[src/rtl/uvsig_pkg.sv]
// Package of shared types and constants for the UV sphere index generator.
package uvsig_pkg;

  // Configured resolution and vertex index widths, resolution limits and reset value.
  localparam int unsigned ResCfgW    = 9;
  localparam int unsigned VtxW       = 16;
  localparam int unsigned MaxResDflt = 256;
  localparam int unsigned MinRes     = 3;
  localparam logic [ResCfgW-1:0] ResReset = ResCfgW'(16);

  // Sequencer phases, one-hot.
  typedef enum logic [3:0] {
    PhFan   = 4'b0001,
    PhClose = 4'b0010,
    PhBody  = 4'b0100,
    PhDone  = 4'b1000
  } phase_e;

  // One emitted triangle.
  typedef struct packed {
    logic [VtxW-1:0] corner_a;
    logic [VtxW-1:0] corner_b;
    logic [VtxW-1:0] corner_c;
    logic            last_triangle;
  } tri_t;

endpackage

[src/rtl/uvsig_tri_gen.sv]
// Triangle sequencer: walks the sphere layout and forms one triangle per transaction.
module uvsig_tri_gen #(
  parameter int unsigned MaxRes = uvsig_pkg::MaxResDflt
) (
  input  logic                           clk_i,
  input  logic                           rst_ni,
  input  logic                           cfg_we_i,
  input  logic [uvsig_pkg::ResCfgW-1:0]  cfg_wdata_i,
  input  logic                           step_i,
  input  logic                           restart_i,
  output logic                           push_o,
  output uvsig_pkg::tri_t                tri_o
);

  localparam int unsigned ResW = $clog2(MaxRes + 1);
  localparam int unsigned VtxW = uvsig_pkg::VtxW;

  logic [uvsig_pkg::ResCfgW-1:0] resolution_q;
  uvsig_pkg::phase_e             phase_q, phase_d;
  logic [ResW-1:0]               step_q, step_d;
  logic [ResW-1:0]               ring_q, ring_d;
  logic                          half_q, half_d;
  logic [VtxW-1:0]               base_q, base_d;
  logic [VtxW-1:0]               last_q, last_d;
  logic [ResW-1:0]               res_q, res_d;

  logic [ResW-1:0]     clamp_res;
  logic [2*ResW-1:0]   clamp_prod;
  logic [VtxW-1:0]     r16, i16, lu, ld, ru, rd;
  logic                step_end, ring_end;
  uvsig_pkg::phase_e   w_phase;
  logic [ResW-1:0]     w_step, w_ring;
  logic                w_half;
  logic [VtxW-1:0]     w_base, w_last;
  logic [ResW-1:0]     w_res;

  // Resolution clamped into the supported range.
  always_comb begin
    if (resolution_q < uvsig_pkg::ResCfgW'(uvsig_pkg::MinRes)) begin
      clamp_res = ResW'(uvsig_pkg::MinRes);
    end else if (resolution_q > uvsig_pkg::ResCfgW'(MaxRes)) begin
      clamp_res = ResW'(MaxRes);
    end else begin
      clamp_res = ResW'(resolution_q);
    end
  end

  assign clamp_prod = {{ResW{1'b0}}, clamp_res - ResW'(2)} * {{ResW{1'b0}}, clamp_res};

  // Working state: a restart reloads everything before the triangle is formed.
  always_comb begin
    if (restart_i) begin
      w_phase = uvsig_pkg::PhFan;
      w_step  = ResW'(1);
      w_ring  = '0;
      w_half  = 1'b0;
      w_base  = '0;
      w_res   = clamp_res;
      w_last  = VtxW'(clamp_prod) + VtxW'(1);
    end else begin
      w_phase = phase_q;
      w_step  = step_q;
      w_ring  = ring_q;
      w_half  = half_q;
      w_base  = base_q;
      w_res   = res_q;
      w_last  = last_q;
    end
  end

  assign r16      = VtxW'(w_res);
  assign i16      = VtxW'(w_step);
  assign step_end = ({1'b0, w_step} + (ResW+1)'(1)) >= {1'b0, w_res};
  assign ring_end = ({1'b0, w_ring} + (ResW+1)'(4)) >= {1'b0, w_res};

  // Quad corners of the ring pair; the seam quad wraps back to the ring start.
  always_comb begin
    if (step_end) begin
      lu = w_base + r16;
      ld = w_base + (r16 << 1);
      ru = w_base + VtxW'(1);
      rd = w_base + r16 + VtxW'(1);
    end else begin
      lu = w_base + i16 + VtxW'(1);
      ld = w_base + r16 + i16 + VtxW'(1);
      ru = w_base + i16 + VtxW'(2);
      rd = w_base + r16 + i16 + VtxW'(2);
    end
  end

  always_comb begin
    phase_d = w_phase;
    step_d  = w_step;
    ring_d  = w_ring;
    half_d  = ~w_half;
    base_d  = w_base;
    last_d  = w_last;
    res_d   = w_res;
    tri_o   = '0;
    push_o  = step_i;
    case (w_phase)
      uvsig_pkg::PhFan: begin
        if (!w_half) begin
          tri_o.corner_a = '0;
          tri_o.corner_b = i16;
          tri_o.corner_c = i16 + VtxW'(1);
        end else begin
          tri_o.corner_a = w_last;
          tri_o.corner_b = w_last - i16;
          tri_o.corner_c = w_last - i16 - VtxW'(1);
          if (step_end) begin
            phase_d = uvsig_pkg::PhClose;
          end else begin
            step_d = w_step + ResW'(1);
          end
        end
      end
      uvsig_pkg::PhClose: begin
        if (!w_half) begin
          tri_o.corner_a = '0;
          tri_o.corner_b = VtxW'(1);
          tri_o.corner_c = r16;
        end else begin
          tri_o.corner_a = w_last;
          tri_o.corner_b = w_last - VtxW'(1);
          tri_o.corner_c = w_last - r16;
          if (w_res == ResW'(uvsig_pkg::MinRes)) begin
            tri_o.last_triangle = 1'b1;
            phase_d             = uvsig_pkg::PhDone;
          end else begin
            phase_d = uvsig_pkg::PhBody;
            step_d  = '0;
            ring_d  = '0;
            base_d  = '0;
          end
        end
      end
      uvsig_pkg::PhBody: begin
        if (!w_half) begin
          tri_o.corner_a = lu;
          tri_o.corner_b = ld;
          tri_o.corner_c = ru;
        end else begin
          tri_o.corner_a = ld;
          tri_o.corner_b = ru;
          tri_o.corner_c = rd;
          if (step_end) begin
            if (ring_end) begin
              tri_o.last_triangle = 1'b1;
              phase_d             = uvsig_pkg::PhDone;
            end
            step_d = '0;
            ring_d = w_ring + ResW'(1);
            base_d = w_base + r16;
          end else begin
            step_d = w_step + ResW'(1);
          end
        end
      end
      default: begin
        // Finished or never started: nothing to emit, state stays.
        push_o = 1'b0;
        half_d = w_half;
      end
    endcase
  end

  always_ff @(posedge clk_i or negedge rst_ni) begin
    if (!rst_ni) begin
      resolution_q <= uvsig_pkg::ResReset;
    end else if (cfg_we_i) begin
      resolution_q <= cfg_wdata_i;
    end
  end

  always_ff @(posedge clk_i or negedge rst_ni) begin
    if (!rst_ni) begin
      phase_q <= uvsig_pkg::PhDone;
      step_q  <= '0;
      ring_q  <= '0;
      half_q  <= 1'b0;
      base_q  <= '0;
      last_q  <= '0;
      res_q   <= ResW'(uvsig_pkg::MinRes);
    end else if (step_i) begin
      phase_q <= phase_d;
      step_q  <= step_d;
      ring_q  <= ring_d;
      half_q  <= half_d;
      base_q  <= base_d;
      last_q  <= last_d;
      res_q   <= res_d;
    end
  end

endmodule

[src/rtl/uvsig_out_queue.sv]
// Two-entry result queue that separates the output stall from the input side.
module uvsig_out_queue (
  input  logic            clk_i,
  input  logic            rst_ni,
  input  logic            push_i,
  input  uvsig_pkg::tri_t tri_i,
  output logic            full_o,
  output logic            out_valid_o,
  input  logic            out_stall_i,
  output uvsig_pkg::tri_t tri_o
);

  uvsig_pkg::tri_t mem_q [2];
  logic            wr_ptr_q, rd_ptr_q;
  logic [1:0]      count_q;
  logic            pop;

  assign full_o      = (count_q == 2'd2);
  assign out_valid_o = (count_q != 2'd0);
  assign pop         = out_valid_o && !out_stall_i;
  assign tri_o       = mem_q[rd_ptr_q];

  always_ff @(posedge clk_i) begin
    if (push_i) begin
      mem_q[wr_ptr_q] <= tri_i;
    end
  end

  always_ff @(posedge clk_i or negedge rst_ni) begin
    if (!rst_ni) begin
      wr_ptr_q <= 1'b0;
      rd_ptr_q <= 1'b0;
      count_q  <= 2'd0;
    end else begin
      if (push_i) begin
        wr_ptr_q <= ~wr_ptr_q;
      end
      if (pop) begin
        rd_ptr_q <= ~rd_ptr_q;
      end
      case ({push_i, pop})
        2'b10:   count_q <= count_q + 2'd1;
        2'b01:   count_q <= count_q - 2'd1;
        default: count_q <= count_q;
      endcase
    end
  end

endmodule

[src/rtl/uv_sphere_index_generator.sv]
// Top level of the UV sphere triangle index generator.
//
// This block emits the vertex indices of a latitude-longitude sphere, one
// triangle per accepted input transaction, and sustains one triangle per
// clock cycle while the output is not stalled. A transaction with restart
// set latches the configured resolution R (clamped to the range 3 to
// MAX_RESOLUTION) and yields the first triangle in the same transaction;
// later transactions with restart clear each yield the next triangle, and
// the final one carries last_triangle. A full sphere is 2*R*(R-2) triangles.
// Transactions after the final triangle, or before the first restart,
// produce no result. The sequencer forms each triangle in the cycle of
// acceptance from its counters and an incremental ring base, and
// registers it in a two-entry result queue that feeds the output. The input
// stalls only when both queue entries are held by a stalled output, which
// keeps the input stall free of any combinational path from the output stall.
// A resolution write takes effect at the next restart and may only be issued
// while the block is idle.
module uv_sphere_index_generator #(
  parameter int unsigned MAX_RESOLUTION = uvsig_pkg::MaxResDflt
) (
  input  logic                           clk_i,
  input  logic                           rst_ni,
  // Configuration: the resolution register.
  input  logic                           cfg_we_i,
  input  logic [uvsig_pkg::ResCfgW-1:0]  cfg_wdata_i,
  // Input channel.
  input  logic                           in_valid_i,
  output logic                           in_stall_o,
  input  logic                           restart_i,
  // Output channel.
  output logic                           out_valid_o,
  input  logic                           out_stall_i,
  output logic [uvsig_pkg::VtxW-1:0]     corner_a_o,
  output logic [uvsig_pkg::VtxW-1:0]     corner_b_o,
  output logic [uvsig_pkg::VtxW-1:0]     corner_c_o,
  output logic                           last_triangle_o
);

  logic            full;
  logic            in_accept;
  logic            push;
  uvsig_pkg::tri_t gen_tri;
  uvsig_pkg::tri_t out_tri;

  // The queue has room whenever it is not full, so the stall never waits on
  // the downstream side in the same cycle.
  assign in_stall_o = full;
  assign in_accept  = in_valid_i && !full;

  uvsig_tri_gen #(
    .MaxRes (MAX_RESOLUTION)
  ) u_tri_gen (
    .clk_i       (clk_i),
    .rst_ni      (rst_ni),
    .cfg_we_i    (cfg_we_i),
    .cfg_wdata_i (cfg_wdata_i),
    .step_i      (in_accept),
    .restart_i   (restart_i),
    .push_o      (push),
    .tri_o       (gen_tri)
  );

  uvsig_out_queue u_out_queue (
    .clk_i       (clk_i),
    .rst_ni      (rst_ni),
    .push_i      (push),
    .tri_i       (gen_tri),
    .full_o      (full),
    .out_valid_o (out_valid_o),
    .out_stall_i (out_stall_i),
    .tri_o       (out_tri)
  );

  assign corner_a_o      = out_tri.corner_a;
  assign corner_b_o      = out_tri.corner_b;
  assign corner_c_o      = out_tri.corner_c;
  assign last_triangle_o = out_tri.last_triangle;

endmodule
[config.mk]
export PLATFORM = sky130hd
export DESIGN_NAME = uv_sphere_index_generator
export DESIGN_NICKNAME = d
export VERILOG_FILES = /design/src/rtl/uvsig_pkg.sv /design/src/rtl/uvsig_tri_gen.sv /design/src/rtl/uvsig_out_queue.sv /design/src/rtl/uv_sphere_index_generator.sv
export SDC_FILE = /design/constraint.sdc
export NUM_CORES = 1
export LEC_CHECK = 0
export BUFFER_PORTS_ARGS = -buffer_cell sky130_fd_sc_hd__clkbuf_2
export CELL_PAD_IN_SITES_DETAIL_PLACEMENT = 1
export CELL_PAD_IN_SITES_GLOBAL_PLACEMENT = 1
export CORE_MARGIN = 2
export CORE_UTILIZATION = 53
export CTS_CLUSTER_SIZE = 10
export DETAILED_ROUTE_END_ITERATION = 8
export HOLD_SLACK_MARGIN = 0.05
export PLACE_DENSITY = 0.94
export SETUP_SLACK_MARGIN = 0.3
export SYNTH_ARGS = -nofsm -noshare
export SYNTH_HDL_FRONTEND = slang
export SYNTH_SLANG_ARGS = --single-unit
[constraint.sdc]
create_clock -name clk_i -period 17.7 [get_ports clk_i]
set_input_delay 0.885 -clock clk_i [delete_from_list [all_inputs] [get_ports clk_i]]
set_output_delay 0.885 -clock clk_i [all_outputs]
set_load 0.05 [all_outputs]
== Word-level counts from Yosys, hierarchy flattened ==
Memory sizes are Yosys's and may differ from the RTL's.
Cells that the tools add are included.
W data, S select, Z words.

* Output and inout bits: 51
* Memories: 1
* Register bits after elaboration: 77
* Input bits: 15
* Logic and storage cells: 110
* Memory bits (writable): 98

* Reductions and logical operators: 7
* Add/sub/neg operators: 23
* Equal/unequal tests: 7
* Muxes and demuxes: 53
* Multipliers: 1
* Order comparisons: 4
* Bitwise gates (word level): 3

{| class="wikitable"
|+ Memory list
! memory !! words !! width !! rd ports !! clocked after Yosys merged registers in !! write ports !! RTL line !! text
|-
| u_out_queue.mem_q || 2 || 49 || 1 || 0 || 1 || uvsig_out_queue.sv:13 || <nowiki>uvsig_pkg::tri_t mem_q [2];</nowiki>
|}

{| class="wikitable"
|+ Operators with widths
! operator !! count
|-
| $mux W16 || 10
|-
| $mux W48 || 3
|-
| $pmux W48 S3 || 1
|-
| $mux W9 || 15
|-
| $add A16 B1 Y16 const B || 5
|-
| $add A16 B9 Y16 || 3
|-
| $add A16 B2 Y16 const B || 2
|-
| $mux W4 || 8
|-
| $pmux W16 S2 || 1
|-
| $sub A16 B1 Y16 const B || 2
|-
| $sub A16 B9 Y16 || 2
|-
| $pmux W9 S3 || 1
|-
| $add A9 B1 Y10 const B || 2
|-
| $ge A10 B9 Y1 || 2
|-
| $add A9 B1 Y9 const B || 2
|-
| $pmux W9 S2 || 1
|-
| $add A16 B10 Y16 || 1
|-
| $mul A9 B9 Y16 || 1
|-
| $pmux W4 S3 || 1
|-
| $add A9 B3 Y10 const B || 1
|-
| $mux W1 || 10
|-
| $eq A9 B2 Y1 const B || 1
|-
| $gt A9 B9 Y1 const B || 1
|-
| $lt A9 B2 Y1 const B || 1
|-
| 15 further kinds || 21
|}

== Logic depth before layout (Yosys ltp) ==
* Word-level depth: 11
* Gate-level depth with buffers: 32
* Depth with buffers taken out: 30

== Modules after synthesis ==
Synthesis repeated with hierarchy kept, for this count alone.

* Cell total of the unflattened synthesis: 2111
* Area total of the unflattened synthesis: 18302.6 um^2

{| class="wikitable"
|+ By module, submodules not included
! module !! times used !! seq. area each (um^2) !! cells an instance !! area each (um^2)
|-
| uvsig_tri_gen || 1 || 1831.8 || 1940 || 14295.0
|-
| uvsig_out_queue || 1 || 3042.9 || 170 || 3993.8
|-
| uv_sphere_index_generator || 1 || 0.0 || 1 || 13.8
|}

== Worst setup path after synthesis ==
Ideal clock, no wire load.

* Path kind: register to register
* From: register u_tri_gen.resolution_q[3] (netlist name)
* To: memory u_out_queue.mem_q[0][14] (netlist name), data pin
* Library setup time: 265 ps
* Clock period less this slack: 7981 ps
* Data arrival time: 7716 ps
* Cell stages (with the launch flop): 31
* Slack: 9719 ps
* Data required time: 17435 ps
* Buffers on the path: 1
* Cell sequence: dfrtp_1 nor4_1 a21oi_1 or2_2 buf_2 ha_1 nand3_1 ha_1 or3_1 fa_1 inv_1 fa_1 ha_1 inv_1 fa_1 inv_1 ha_1 xnor2_1 mux2i_1 inv_1 ha_1 and3b_1 a211o_1 a311oi_2 o2111ai_1 or4_4 or2_4 nor4b_4 xnor2_1 a221oi_2 nand2_1

{| class="wikitable"
|+ RTL lines
! what !! RTL line !! text
|-
| from (decl) || uvsig_tri_gen.sv:18 || <nowiki>logic [uvsig_pkg::ResCfgW-1:0] resolution_q;</nowiki>
|-
| from (signal assigned) || uvsig_tri_gen.sv:170 || <nowiki>resolution_q <= uvsig_pkg::ResReset;</nowiki>
|-
| from (signal assigned) || uvsig_tri_gen.sv:172 || <nowiki>resolution_q <= cfg_wdata_i;</nowiki>
|-
| to (decl) || uvsig_out_queue.sv:13 ||
|}

==> impl_metrics.py <==
metrics = {
    "detailed_routing": {
        "wl_per_cell_um": 27.6,
        "viasPerCell": 6.82,
        "vias": 17834,
        "drt_iter0_drc": 2166,
        "drc": 0,
        "drt_pass1_iterations": 6,
        "wl_um": 72100,
        "antenna_left": 0,
    },
    "cells_and_area": {
        "area_delta_synth_final_pct": 7.73,
        "n_antenna_cell": 0,
        "final_net_count": 2348,
        "final_layout_size_suffix_gt1_share_pct": 11.5,
        "fin_area_sq_mm": 0.0197,
    },
    "timing": {
        "worst_slack_ns": 8.20,
        "setup_violations": 0,
        "tightestPinTransition_ns": 1.41,
        "final_hold_viol_count": 0,
        "finalCritPeriodShare_pct": 53.7,
        "rsz0062_at_grt": "no",
        "slew_violations": 0,
        "skew_ns": 0.0211,
        "slew_headroom_pct": 5.89,
        "fmax_ghz": 0.105,
        "fin_setup_tns_ns": 0,
        "min_period_ns": 9.50,
    },
    "clocking": {
        "clock-sinks": 175,
        "cts_tree": "done",
        "cts_resized": 0,
        "cts_max_path_buffers": 2,
        "post-cts-setup-buffers": 0,
        "root_buffer": "clkbuf_16",
        "numCtsBuffers": 17,
        "clk_latency_ns": 0.47,
        "hold_buffers": 0,
        "htreeDepth": 4,
        "clk_pin_slew_ns": 0.08,
    },
    "floorplan": {
        "core_area_sq_mm": 0.0337,
        "num_rows": 67,
        "start_util_pct": 54.2,
        "die_h_um": 190,
        "die_w_um": 190,
        "dieArea_sq_mm": 0.0359,
        "io_pins": 66,
    },
    "global_routing": {
        "track_usage_pct": 40.3,
        "grt_pass1_vias": 17748,
        "grt_pass1_wl_um": 110000,
        "antenna_found_initial": 1,
        "grt_max_degree": 69,
        "grt-ovfl-total": 0,
    },
    "yosys": {
        "synth_most_common_cell": "nand2_1",
        "synthCells": 2122,
        "ys_top_cells_by_area": "edfxtp_1 16%, dfrtp_1 10%, ha_1 8.7%, xnor2_1 6.0%, fa_1 5.7%",
        "synth.distinct_cells": 94,
        "synth_edf_count": 98,
        "ys_warn_count": 0,
        "ys_ff_latch": 175,
        "synthDominantCellAreaShare_pct": 16.1,
        "synthArstFlopShare_pct": 44.0,
        "synth_top_area_cell": "edfxtp_1",
        "syn_area_sq_mm": 0.0183,
        "synth-main-ff-cell": "edfxtp_1",
        "syn_avg_cell_area_sq_um": 8.60,
        "synthTopCellsByCount": "188 x nand2_1, 184 x nor2_1, 134 x a21oi_1",
        "synth_seq_area_share_pct": 26.7,
    },
    "worst_setup_path": {
        "crit_arrival_ns": 9.72,
        "crit_path_end_kind": "flop",
        "slowest_stage": "dfrtp_1",
        "worstSetupPathType": "reg -> reg",
        "critPathTopFamily": "adder cells",
        "crit_fanout": 30,
        "critPathMaxStageDelay_ns": 0.92,
        "critPathBufInv": 4,
        "required_ns": 17.92,
        "critPathLaunchType": "flop",
    },
    "place": {
        "port_buffers": 65,
        "place_ws_ns": 8.50,
        "globalplace.congestion": 1.03,
        "dp_hpwl_um": 54900,
        "place_area_sq_mm": 0.0191,
    },
    "pwr": {
        "p_leak_uw": 0.00824,
        "p_int_uw": 1680,
        "clkPwrFrac_pct": 10.6,
        "switching_share_pct": 56.8,
        "pwr-share-comb_pct": 72.8,
        "seq_power_share_pct": 16.7,
        "power.density_mw_per_mm2": 198,
        "vdd_drop_max_v": 0.000131,
        "switchingPower_uw": 2210,
    },
    "outcome": {
        "status": "finished, final reports clean",
    },
    "hold_path": {
        "hold_path_class": "in -> async",
    },
    "run": {
        "maxCapViolCount": 0,
    },
}
worst reg2reg max path, cell delays in order (launching register included):
cell and delay [ns]:
dfrtp_1 0.92, nor2b_1 0.33, inv_1 0.24, ha_1 0.30, nand3_1 0.13, or3_1 0.34, ha_1 0.47, nor2_1 0.11
fa_1 0.47, fa_1 0.51, fa_1 0.50, inv_1 0.06, fa_1 0.53, inv_1 0.04, ha_1 0.40, and2_1 0.22
a221oi_1 0.64, inv_1 0.28, ha_1 0.31, a21oi_1 0.24, o21ai_0 0.21, nor2_1 0.55, nand2_1 0.19, xnor2_1 0.47
nand4_1 0.23, xnor2_1 0.20, o221ai_1 0.36
area by class of cell:
type / instances / area [sq um]
clock buffers: 19 / 443
clock inverters: 13 / 166
fillers: 4005 / 14000
inverters: 130 / 488
multi-input cells: 1728 / 12500
flip-flops and latches: 175 / 4880
well taps: 448 / 561
repair buffers: 102 / 608
logic make-up (layout without fill, tap and decap cells):
| logic type | after synthesis | in the layout | synth area share, % |
|---|---|---|---|
| adders and majority gates | 179 | 179 | 14.4 |
| AOI/OAI and AO/OA | 554 | 554 | 20.3 |
| muxes | 90 | 90 | 5.42 |
| other | 2 | 8 | 0.0412 |
| xor gates and xnor gates | 188 | 188 | 9.02 |
| DFF | 175 | 175 | 26.7 |
| and+or+nand+nor | 709 | 709 | 19.2 |
| buffers and inverters | 225 | 264 | 4.91 |
layout by cell type (no fill, tap or decap), types with 29 or more instances in the layout:
cell type  instances
nand2_1          188
nor2_1           182
a21oi_1          134
inv_1            128
ha_1             127
xnor2_1          126
o21ai_0          119
edfxtp_1          98
dfrtp_1           72
mux2_2            70
clkbuf_2          63
xor2_1            62
nand3_1           61
fa_1              52
buf_4             39
nor3_1            38
nor2b_1           36
and2_1            35
nand2b_1          31
o211ai_1          31
a211oi_1          29
stage by stage:
stage          power [uW]  utilization [%]  cells  hold slack [ns]
2_1_floorplan        2550                -   2128            0.446
3_3_place_gp         3260             56.5   2583            0.463
3_5_place_dp         3360             56.5   2583            0.477
4_1_cts              3800             58.3   2615            0.386
5_1_grt              4070             58.3   2615            0.398
6_report             3890             58.3   2615            0.381
flip-flops by register name, summed over array words and instances, names as in the netlist:
| signal | cells |
|---|---|
| u_tri_gen.phase_q | 4 |
| u_out_queue.mem_q | 98 |
| u_tri_gen.last_q | 16 |
| u_out_queue.rd_ptr_q | 1 |
| u_out_queue.count_q | 2 |
| u_tri_gen.resolution_q | 9 |
| u_tri_gen.base_q | 16 |
| u_tri_gen.res_q | 9 |
| u_tri_gen.step_q | 9 |
| u_tri_gen.ring_q | 9 |
| u_out_queue.wr_ptr_q | 1 |
| u_tri_gen.half_q | 1 |
power groups by stage:
stage	clock network, uW	logic (uW)	registers (uW)
floorplan	0	1930	611
global placement	0	2610	643
detailed placement	0	2710	655
CTS	414	2740	647
global route	427	2980	658
finish	410	2830	648
per-layer routing:
layer	up-vias	track usage [%]	part of all wire, %
met5	-	0	0
met4	0	15.9	4.1
met3	192	8.67	10
met2	980	61.3	43
met1	8915	56.2	42
li1	7747	-	-
path summary, 6_finish.rpt:
| check | from | end | slack [ns] | cells past startpoint |
|---|---|---|---|---|
| worst max register to register | u_tri_gen.resolution_q[8] | u_out_queue.mem_q[1][16] | 8.20 | 26 |
| worst min-delay path | rst_ni | u_tri_gen.resolution_q[5] | 0.38 | 1 |
| min in group clk_i | u_out_queue.count_q[1] | u_out_queue.count_q[1] | 0.49 | 1 |
| max in group asynchronous | rst_ni | u_out_queue.rd_ptr_q | 16.17 | 2 |
| worst max-delay path | u_tri_gen.resolution_q[8] | u_out_queue.mem_q[1][16] | 8.20 | 26 |
| worst min register to register | u_out_queue.count_q[1] | u_out_queue.count_q[1] | 0.49 | 1 |
Note: power is estimated with default switching activity, not from simulation.
